--- config.mk ---
export PLATFORM = sky130hd
export DESIGN_NAME = transient_onset_release_detector_top
export DESIGN_NICKNAME = d
export VERILOG_FILES = /design/src/rtl/tor_pkg.sv /design/src/rtl/transient_onset_release_detector_top.sv
export SDC_FILE = /design/constraint.sdc
export NUM_CORES = 2
export LEC_CHECK = 0
export ABC_AREA = 0
export BUFFER_PORTS_ARGS = -buffer_cell sky130_fd_sc_hd__buf_2
export CAP_MARGIN = 10
export CORE_ASPECT_RATIO = 1.4
export CORE_MARGIN = 5
export CORE_UTILIZATION = 55
export CTS_CLUSTER_SIZE = 14
export DETAILED_ROUTE_END_ITERATION = 10
export GPL_ROUTABILITY_DRIVEN = 0
export PLACE_DENSITY_LB_ADDON = 0.08
export SKIP_CTS_REPAIR_TIMING = 1
export SLEW_MARGIN = 20
export SYNTH_ARGS = -nofsm -noshare
export SYNTH_HDL_FRONTEND = slang
export SYNTH_SLANG_ARGS = --single-unit
--- constraint.sdc ---
create_clock -name i_clk -period 16.98 [get_ports i_clk]
set_input_delay 2.547 -clock i_clk [delete_from_list [all_inputs] [get_ports i_clk]]
set_output_delay 2.547 -clock i_clk [all_outputs]
set_load 0.005 [all_outputs]
--- src/rtl/tor_pkg.sv ---
// Types, codes and constants shared by the transient onset/release detector.
package tor_pkg;

    localparam int unsigned MS_TO_US  = 1000;
    // 65535 ms in microseconds needs 26 bits
    localparam int unsigned US_W      = 26;
    localparam int unsigned CFG_IDX_W = 3;
    localparam int unsigned CFG_W     = 16;
    localparam int unsigned LEN_W     = 23;

    // floor(d / 1000) = floor((d >> 3) * LEN_RECIP >> LEN_SHIFT), exact for 29-bit d >> 3
    localparam int unsigned LEN_PRE    = 3;
    localparam int unsigned LEN_X_W    = 32 - LEN_PRE;
    localparam int unsigned LEN_RCP_W  = 30;
    localparam logic [LEN_RCP_W-1:0] LEN_RECIP = 30'd549755814;
    localparam int unsigned LEN_SHIFT  = 36;
    localparam int unsigned LEN_PROD_W = LEN_X_W + LEN_RCP_W;

    typedef enum logic [1:0] {
        ONSET_NONE     = 2'd0,
        ONSET_BELOW    = 2'd1,
        ONSET_ACTIVE   = 2'd2,
        ONSET_COOLDOWN = 2'd3
    } t_onset_reason;

    typedef enum logic [1:0] {
        VERDICT_ACCEPTED  = 2'd0,
        VERDICT_TOO_SHORT = 2'd1,
        VERDICT_TOO_LONG  = 2'd2,
        VERDICT_WEAK      = 2'd3
    } t_verdict;

    typedef enum logic [CFG_IDX_W-1:0] {
        CFG_ATTACK_LEVEL    = 3'd0,
        CFG_RELEASE_LEVEL   = 3'd1,
        CFG_COOLDOWN_MS     = 3'd2,
        CFG_RELEASE_HOLD_MS = 3'd3,
        CFG_MIN_LENGTH_MS   = 3'd4,
        CFG_MAX_LENGTH_MS   = 3'd5,
        CFG_MIN_PEAK_LEVEL  = 3'd6
    } t_cfg_index;

    typedef struct packed {
        logic          onset_fired;
        t_onset_reason onset_reject_reason;
        logic          peak_is_open;
        logic          closed;
        logic          accepted;
        t_verdict      close_reason;
        logic [15:0]   peak_value;
        logic [31:0]   start_stamp_us;
        logic [31:0]   max_stamp_us;
        logic [31:0]   onset_blocked_total;
        logic [31:0]   reject_total;
    } t_result;

    function automatic logic [US_W-1:0] ms_to_us(input logic [CFG_W-1:0] v);
        return US_W'(v) * US_W'(MS_TO_US);
    endfunction

endpackage

--- src/rtl/transient_onset_release_detector_top.sv ---
// Transient onset/release detector: input register, state update, duration scaling, output.
//
//  channel  | valid     | stall     | payload
//  ---------+-----------+-----------+--------------------------------------------
//  sample   | i_valid   | o_stall   | i_time_us, i_magnitude
//  result   | o_valid   | i_stall   | o_onset_fired ... o_reject_total
//  config   | i_cfg_wr_en (no stall) | i_cfg_index, i_cfg_data
//
// One sample per cycle sustained while the result port is not stalled; a sample is registered
// through the input register, stage 1 and stage 2, and its result is offered from stage 2.
// The detector state updates in the single cycle the beat leaves the input register; the
// duration-to-ms multiply has a stage of its own.
// Synchronous active-low reset clears state, counters, stage valids and config (max length to 65535 ms).
// A stall at the result port backs up through the three stages before o_stall rises.
module transient_onset_release_detector_top (
    input  logic        i_clk,
    input  logic        i_rst_n,
    input  logic        i_cfg_wr_en,
    input  logic [2:0]  i_cfg_index,
    input  logic [15:0] i_cfg_data,
    input  logic        i_valid,
    output logic        o_stall,
    input  logic [31:0] i_time_us,
    input  logic [15:0] i_magnitude,
    output logic        o_valid,
    input  logic        i_stall,
    output logic        o_onset_fired,
    output logic [1:0]  o_onset_reject_reason,
    output logic        o_peak_is_open,
    output logic        o_closed,
    output logic        o_accepted,
    output logic [1:0]  o_close_reason,
    output logic [15:0] o_peak_value,
    output logic [22:0] o_length_ms,
    output logic [31:0] o_start_stamp_us,
    output logic [31:0] o_max_stamp_us,
    output logic [31:0] o_onset_blocked_total,
    output logic [31:0] o_reject_total
);

    // configuration, time values held in microseconds
    logic [15:0]             r_attack_level;
    logic [15:0]             r_release_level;
    logic [tor_pkg::US_W-1:0] r_cooldown_us;
    logic [tor_pkg::US_W-1:0] r_hold_us;
    logic [tor_pkg::US_W-1:0] r_min_len_us;
    logic [tor_pkg::US_W-1:0] r_max_len_us;
    logic [15:0]             r_min_peak_level;

    // detector state
    logic              r_open;
    logic [31:0]       r_open_time;
    logic [31:0]       r_max_time;
    logic [15:0]       r_max_level;
    logic [31:0]       r_last_onset;
    logic              r_pending;
    logic [31:0]       r_release_time;
    logic [31:0]       r_blocked;
    logic [31:0]       r_rejected;
    tor_pkg::t_verdict r_verdict;

    // stage registers
    logic             r0_valid;
    logic [31:0]      r0_time;
    logic [15:0]      r0_mag;
    logic             r1_valid;
    tor_pkg::t_result r1_res;
    logic [31:0]      r1_dur;
    logic             r2_valid;
    tor_pkg::t_result r2_res;
    logic [tor_pkg::LEN_PROD_W-1:0] r2_prod;

    logic en0, en1, en2, adv0;

    assign en2  = !r2_valid || !i_stall;
    assign en1  = !r1_valid || en2;
    assign en0  = !r0_valid || en1;
    assign adv0 = r0_valid && en1;
    assign o_stall = !en0;

    // ---------------- configuration ----------------
    always_ff @(posedge i_clk) begin
        if (!i_rst_n) begin
            r_attack_level   <= '0;
            r_release_level  <= '0;
            r_cooldown_us    <= '0;
            r_hold_us        <= '0;
            r_min_len_us     <= '0;
            r_max_len_us     <= tor_pkg::ms_to_us(16'hFFFF);
            r_min_peak_level <= '0;
        end else if (i_cfg_wr_en) begin
            case (tor_pkg::t_cfg_index'(i_cfg_index))
                tor_pkg::CFG_ATTACK_LEVEL:    r_attack_level   <= i_cfg_data;
                tor_pkg::CFG_RELEASE_LEVEL:   r_release_level  <= i_cfg_data;
                tor_pkg::CFG_COOLDOWN_MS:     r_cooldown_us    <= tor_pkg::ms_to_us(i_cfg_data);
                tor_pkg::CFG_RELEASE_HOLD_MS: r_hold_us        <= tor_pkg::ms_to_us(i_cfg_data);
                tor_pkg::CFG_MIN_LENGTH_MS:   r_min_len_us     <= tor_pkg::ms_to_us(i_cfg_data);
                tor_pkg::CFG_MAX_LENGTH_MS:   r_max_len_us     <= tor_pkg::ms_to_us(i_cfg_data);
                tor_pkg::CFG_MIN_PEAK_LEVEL:  r_min_peak_level <= i_cfg_data;
                default: ;
            endcase
        end
    end

    // ---------------- input register ----------------
    always_ff @(posedge i_clk) begin
        if (!i_rst_n) begin
            r0_valid <= 1'b0;
        end else if (en0) begin
            r0_valid <= i_valid;
        end
    end

    always_ff @(posedge i_clk) begin
        if (en0 && i_valid) begin
            r0_time <= i_time_us;
            r0_mag  <= i_magnitude;
        end
    end

    // ---------------- state update ----------------
    logic              above_attack, above_release, cool_done, onset;
    logic              hold_done, dur_ok, str_ok;
    logic              n_open, n_pending;
    logic [31:0]       n_open_time, n_max_time, n_last_onset, n_release_time;
    logic [15:0]       n_max_level;
    logic [31:0]       n_blocked, n_rejected, n_dur;
    tor_pkg::t_verdict n_verdict;
    tor_pkg::t_result  n_res;
    logic [31:0]       dur;

    always_comb begin
        above_attack  = r0_mag > r_attack_level;
        above_release = r0_mag > r_release_level;
        cool_done     = (r0_time - r_last_onset) >= 32'(r_cooldown_us);
        onset         = above_attack && !r_open && cool_done;

        n_open         = r_open;
        n_open_time    = r_open_time;
        n_max_time     = r_max_time;
        n_max_level    = r_max_level;
        n_last_onset   = r_last_onset;
        n_pending      = r_pending;
        n_release_time = r_release_time;
        n_blocked      = r_blocked;
        n_rejected     = r_rejected;
        n_verdict      = r_verdict;
        n_res          = '0;
        n_dur          = '0;

        if (onset) begin
            n_open       = 1'b1;
            n_open_time  = r0_time;
            n_max_time   = r0_time;
            n_max_level  = r0_mag;
            n_last_onset = r0_time;
            n_res.onset_reject_reason = tor_pkg::ONSET_NONE;
        end else if (!above_attack) begin
            n_res.onset_reject_reason = tor_pkg::ONSET_BELOW;
        end else if (r_open) begin
            n_res.onset_reject_reason = tor_pkg::ONSET_ACTIVE;
            n_blocked = r_blocked + 32'd1;
        end else begin
            n_res.onset_reject_reason = tor_pkg::ONSET_COOLDOWN;
            n_blocked = r_blocked + 32'd1;
        end
        n_res.onset_fired = onset;

        if (n_open) begin
            if (r0_mag > n_max_level) begin
                n_max_level = r0_mag;
                n_max_time  = r0_time;
            end
            if (!above_release) begin
                if (!n_pending) begin
                    n_pending      = 1'b1;
                    n_release_time = r0_time;
                end
            end else begin
                n_pending      = 1'b0;
                n_release_time = '0;
            end
            n_res.peak_value     = n_max_level;
            n_res.start_stamp_us = n_open_time;
            n_res.max_stamp_us   = n_max_time;
        end

        hold_done = (r0_time - n_release_time) >= 32'(r_hold_us);
        dur       = n_release_time - n_open_time;
        // inverted window falls out of the order: short first, anything else out of range is long
        dur_ok    = (dur >= 32'(r_min_len_us)) && (dur <= 32'(r_max_len_us));
        str_ok    = n_max_level >= r_min_peak_level;

        if (n_open && n_pending && hold_done) begin
            n_res.closed = 1'b1;
            n_dur        = dur;
            if (dur_ok && str_ok) begin
                n_res.accepted = 1'b1;
                n_verdict      = tor_pkg::VERDICT_ACCEPTED;
            end else begin
                n_rejected = r_rejected + 32'd1;
                if (!dur_ok) begin
                    n_verdict = (dur < 32'(r_min_len_us)) ? tor_pkg::VERDICT_TOO_SHORT
                                                          : tor_pkg::VERDICT_TOO_LONG;
                end else begin
                    n_verdict = tor_pkg::VERDICT_WEAK;
                end
            end
            n_open         = 1'b0;
            n_open_time    = '0;
            n_max_time     = '0;
            n_max_level    = '0;
            n_pending      = 1'b0;
            n_release_time = '0;
        end

        n_res.peak_is_open        = n_open;
        n_res.close_reason        = n_verdict;
        n_res.onset_blocked_total = n_blocked;
        n_res.reject_total        = n_rejected;
    end

    always_ff @(posedge i_clk) begin
        if (!i_rst_n) begin
            r_open         <= 1'b0;
            r_open_time    <= '0;
            r_max_time     <= '0;
            r_max_level    <= '0;
            r_last_onset   <= '0;
            r_pending      <= 1'b0;
            r_release_time <= '0;
            r_blocked      <= '0;
            r_rejected     <= '0;
            r_verdict      <= tor_pkg::VERDICT_ACCEPTED;
        end else if (adv0) begin
            r_open         <= n_open;
            r_open_time    <= n_open_time;
            r_max_time     <= n_max_time;
            r_max_level    <= n_max_level;
            r_last_onset   <= n_last_onset;
            r_pending      <= n_pending;
            r_release_time <= n_release_time;
            r_blocked      <= n_blocked;
            r_rejected     <= n_rejected;
            r_verdict      <= n_verdict;
        end
    end

    // ---------------- stage 1: result fields and raw duration ----------------
    always_ff @(posedge i_clk) begin
        if (!i_rst_n) begin
            r1_valid <= 1'b0;
        end else if (en1) begin
            r1_valid <= r0_valid;
        end
    end

    always_ff @(posedge i_clk) begin
        if (adv0) begin
            r1_res <= n_res;
            r1_dur <= n_dur;
        end
    end

    // ---------------- stage 2: duration in ms by reciprocal multiply ----------------
    logic [tor_pkg::LEN_PROD_W-1:0] n_prod;

    assign n_prod = tor_pkg::LEN_PROD_W'(r1_dur[31:tor_pkg::LEN_PRE])
                  * tor_pkg::LEN_PROD_W'(tor_pkg::LEN_RECIP);

    always_ff @(posedge i_clk) begin
        if (!i_rst_n) begin
            r2_valid <= 1'b0;
        end else if (en2) begin
            r2_valid <= r1_valid;
        end
    end

    always_ff @(posedge i_clk) begin
        if (en2 && r1_valid) begin
            r2_res  <= r1_res;
            r2_prod <= n_prod;
        end
    end

    // ---------------- outputs ----------------
    assign o_valid               = r2_valid;
    assign o_onset_fired         = r2_res.onset_fired;
    assign o_onset_reject_reason = r2_res.onset_reject_reason;
    assign o_peak_is_open        = r2_res.peak_is_open;
    assign o_closed              = r2_res.closed;
    assign o_accepted            = r2_res.accepted;
    assign o_close_reason        = r2_res.close_reason;
    assign o_peak_value          = r2_res.peak_value;
    assign o_length_ms           = r2_prod[tor_pkg::LEN_SHIFT +: tor_pkg::LEN_W];
    assign o_start_stamp_us      = r2_res.start_stamp_us;
    assign o_max_stamp_us        = r2_res.max_stamp_us;
    assign o_onset_blocked_total = r2_res.onset_blocked_total;
    assign o_reject_total        = r2_res.reject_total;

endmodule

# Word-level counts from Yosys, hierarchy flattened
# Index checks and enable logic that the tools add are counted.
[totals] register_bits=797 latchBits=0 ram_bits=0 romBits=0 input_bits=72 output_inout_bits=177 word_cells=129 memories=0
[op_classes] n_addsub=5 n_mul=2 div_mod_pow=0 n_lt_le_gt_ge=9 eq_ne=6 shift=0 mux=31 bitwise=1 n_reduce_logical=28
[ops] operator="$mux 32" count=14
[ops] operator="$ge 32x26->1" count=3
[ops] operator="$sub 32x32->32" count=3
[ops] operator="$add 32x1->32 const B" count=2
[ops] operator="$mux 16" count=4
[ops] operator="$mul 29x29->58 const B" count=1
[ops] operator="$gt 16x16->1" count=3
[ops] operator="$le 32x26->1" count=1
[ops] operator="$lt 32x26->1" count=1
[ops] operator="$mul 16x7->23 const B" count=1
[ops] operator="$ge 16x16->1" count=1
[ops] operator="$reduce_and 2->1" count=8
[ops] operator="$mux 2" count=5
[ops] operator="$eq 3x3->1 const B" count=3
[ops] operator="$logic_and 1x1->1" count=9
[ops] operator="$mux 1" count=8
[ops] operator="$eq 3x2->1 const B" count=2
[ops] operator="$logic_not 1->1" count=6
[ops] operator="$eq 3x1->1 const B" count=1
[ops] operator="$logic_not 3->1" count=1
[ops] operator="$logic_or 1x1->1" count=3
[ops] operator="$reduce_or 2->1" count=1
[ops] operator="$not 1->1" count=1

# Depth between registers and ports, before layout
[depth] depth_word=11 depth_mapped=64 mapped_depth_nobuf=58

# Worst setup path before layout
# OpenSTA, ideal clock, no wires.
[synth_path] kind="in2reg" startpoint="in i_stall" endpoint="reg r2_res, in the netlist o_accepted, enable pin" setup_ns=0.975 arrival_time_ns=15.166 required_ns=16.005 slack_ns=0.839 cell_stages=1 path_buffers=0 cell_sequence="a21boi_0"
[synth_via] elab_chain_cells=3
[synth_lines] item="start, declared" line="transient_onset_release_detector_top.sv:26" text="input logic i_stall,"
[synth_lines] item="$logic_not 1->1" line="transient_onset_release_detector_top.sv:75" text="assign en2 = !r2_valid || !i_stall;"
[synth_lines] item="$logic_or 1x1->1" line="transient_onset_release_detector_top.sv:75"
[synth_lines] item="$logic_and 1x1->1" line="transient_onset_release_detector_top.sv:280" text="if (en2 && r1_valid) begin"
[synth_lines] item="end signal, assigned" line="transient_onset_release_detector_top.sv:281" text="r2_res <= r1_res;"
[synth_lines] item="end, declared" line="transient_onset_release_detector_top.sv:70" text="tor_pkg::t_result r2_res;"
# Every way passes these cells.
# A chain may end at the register's enable or synchronous reset.

# Worst setup path in the final report
[layout_path] startpoint="reg r0_time[4]" endpoint="reg r_max_level[13]"
[layout_via] elab_chain_cells=9 elab_cells_between_ends=17 classes_between="add/sub (2); order compare (3); mux (9); reduce/logical (3)"
[layout_lines] item="start, declared" line="transient_onset_release_detector_top.sv:64" text="logic [31:0] r0_time;"
[layout_lines] item="start signal, assigned" line="transient_onset_release_detector_top.sv:116" text="r0_time <= i_time_us;"
[layout_lines] item="$sub 32x32->32" line="transient_onset_release_detector_top.sv:135" text="cool_done = (r0_time - r_last_onset) >= 32'(r_cooldown_us);"
[layout_lines] item="$ge 32x26->1" line="transient_onset_release_detector_top.sv:135"
[layout_lines] item="$logic_and 1x1->1" line="transient_onset_release_detector_top.sv:136" text="onset = above_attack && !r_open && cool_done;"
[layout_lines] item="$mux 1" line="transient_onset_release_detector_top.sv:151" text="if (onset) begin"
[layout_lines] item="$mux 32" line="transient_onset_release_detector_top.sv:169" text="if (n_open) begin"
[layout_lines] item="$sub 32x32->32" line="transient_onset_release_detector_top.sv:188" text="hold_done = (r0_time - n_release_time) >= 32'(r_hold_us);"
[layout_lines] item="$ge 32x26->1" line="transient_onset_release_detector_top.sv:188"
[layout_lines] item="$logic_and 1x1->1" line="transient_onset_release_detector_top.sv:194" text="if (n_open && n_pending && hold_done) begin"
[layout_lines] item="$mux 16 *" line="transient_onset_release_detector_top.sv:194"
[layout_lines] item="end signal, assigned" line="transient_onset_release_detector_top.sv:239" text="r_max_level <= n_max_level;"
[layout_lines] item="end, declared" line="transient_onset_release_detector_top.sv:54" text="logic [15:0] r_max_level;"
# Every way passes the cells marked *; elsewhere a longest branch is shown, timed or not.

==> out/qor.yml <==
run_status:
  outcome: "complete, no violations"
clock_tree:
  clk_pin_slew_ns: 0.07
  cts_max_level: 3
  root_buffer: "clkbuf_16"
  cts_num_sinks: 759
  cts_tree: "built"
  cts_buffer_depth: 3
  insertion_delay_ns: 0.67
  numCtsBuffers: 76
global_routing:
  grt.busiest_layer: "met2"
  antenna_found_initial: 1
  gr-total-overflow: 0
  gr-usage-met2: 0.5018
  first_global_vias: 39290
  grtUsageTotal: 0.2708
  grt_max_degree: 98
  use_met1: 0.3150
  met3_usage: 0.03134
  grt_pass1_wl_um: 218000
setup_path:
  end_kind: "register"
  critPathKind: "reg -> reg"
  crit_required_ns: 17.56
  critPathMaxFanout: 31
  cp_slowest_cell: "nand2b_1"
  critPathArrivalTime_ns: 14.67
  startpoint_type: "register"
  cpPeakStageDelay_ns: 0.72
logic_synthesis:
  syn_inst: 5238
  synth.avg_cell_area_um2: 10.02
  synth-warning-count: 0
  ys_types: 86
  ys.flop_type: "edfxtp_1"
  async_reset_ff_frac: 0
  synth.cell_area_mm2: 0.05248
  synth_edf_count: 404
  ys_ff_latch: 759
  syn-num-nets: 6298
  ys_seq_area_frac: 0.3666
power:
  leakage_nw: 24.89
  peakVddDrop_v: 0.0003580
  powerDensity_mw_per_mm2: 197.5
detailed_routing:
  wl_um: 138400
  wl_per_cell_um: 20.59
  detail-route-antenna-nets: 0
  drc: 0
  drtIter0Drc: 2388
  dr.pass1.iters: 8
  vias_per_cell: 5.687
  dr_total_vias: 38230
layout:
  final_common_cell: "inv_1"
  nets: 6496
  drive_above_1_share: 0.09003
  most-common-layout-cells: "inv_1 (761), ha_1 (666), nand2_1 (547)"
  largest-register: "r1_res"
  n_antenna_cell: 0
  area_delta_synth_final_pct: 9.752
  largest_reg_flops: 152
timing:
  worst_slack_ns: 2.893
  max_freq_mhz: 70.99
  fin_worst_skew_ns: 0.02962
  finalHoldViolations: 0
  post-route-period-util: 0.8296
  rsz0062_at_grt: "false"
  finalSetupViolCount: 0
  period_minus_slack_ns: 14.09
  worst_pin_slew_ns: 1.108
  slew_viol_final: 0
  fin_setup_tns_ns: 0
  slew_headroom: 0.2614
flow_run:
  maxCapViolCount: 0
placement:
  dp_hpwl_um: 105900
  port_buffers: 248
  place_ws_ns: 3.212
floorplanning:
  die_y_um: 375.5
  fp.dieW_um: 271.1
  num_rows: 134
  start_util: 0.5520
  io_pins: 249
  core_mm2: 0.09506
  dieArea_mm2: 0.1018
min_path:
  hp-class: "reg -> reg"
==> layer usage <==
layer	vias up	part of all wire	wire length [um]
met3	323	0.039	5426
met4	0	0.048	6602
met1	18680	0.39	53690
li1	18290	-	-
met5	-	0	0
met2	938	0.53	72710
==> cells by family (layout without fill, tap and decap cells) <==
kind of cell    count (synthesis)  count (layout)  share of synthesized area
compound gates                968             968                     0.1156
mux                           107             107                    0.02096
xor+xnor                      197             197                    0.03288
fa+ha+maj                     990             990                     0.2820
flops                         759             759                     0.3666
buf+inv                       937            1197                    0.06822
simple gates                 1280            1280                     0.1137
==> path summary, 6_finish.rpt <==
kind         slack, ns                 start  cells after the start                                  end
max               2.89  r0_time[4]$_DFFE_PP_                     54         r_max_level[13]$_SDFFE_PN0P_
max reg2reg       2.89  r0_time[4]$_DFFE_PP_                     54         r_max_level[13]$_SDFFE_PN0P_
min reg2reg       0.41  r1_res[62]$_DFFE_PP_                      0  o_onset_blocked_total[30]$_DFFE_PP_
min               0.41  r1_res[62]$_DFFE_PP_                      0  o_onset_blocked_total[30]$_DFFE_PP_
==> metrics by stage <==
stage,instances,power (mW),hold WS [ns],instance area [um^2],util
2_1_floorplan,5238,7.607,0.4003,52480,-
3_3_place_gp,6582,9.536,0.4002,55000,0.5786
3_5_place_dp,6582,9.676,0.4045,55000,0.5786
4_1_cts,6722,11.52,0.4047,57590,0.6058
5_1_grt,6722,12.63,0.4093,57590,0.6058
6_report,6722,11.37,0.4070,57590,0.6058
==> layout make-up <==
type	count	area, um^2
clock buffers	101	2101
clock inverters	39	488.0
fillers	8132	37470
inverters	763	2877
multi-input cells	3542	29770
flip-flops and latches	759	19240
well taps	1224	1531
repair buffers	294	1587
==> synth_stat cells, types with 80 or more instances <==
cell | count | area share
a21o_1 | 101 | 0.014
a21oi_1 | 384 | 0.037
clkbuf_1 | 144 | 0.010
dfxtp_1 | 355 | 0.14
edfxtp_1 | 404 | 0.23
fa_1 | 322 | 0.12
ha_1 | 666 | 0.16
inv_1 | 762 | 0.055
mux2i_1 | 87 | 0.017
nand2_1 | 548 | 0.039
nand3_1 | 90 | 0.0086
nor2_1 | 246 | 0.018
o21ai_0 | 165 | 0.016
xnor2_1 | 117 | 0.020
xor2_1 | 80 | 0.013
==> where the power goes <==
part	switching (mW)	internal (mW)
registers	0.0958	2.19
clock network	0.739	1.03
logic	4.17	3.14
==> worst max-delay path, delay by kind of cell, from the launching register on <==
kind	cells	cell delay, ns
AO/OA/AOI/OAI	32	6.86
flip-flops	1	0.49
XOR/XNOR	2	0.31
adder cells (fa/ha/maj)	4	1.25
AND/OR/NAND/NOR	12	3.58
buffers and inverters	4	1.44
No activity file was read; power rests on OpenSTA's default activity.
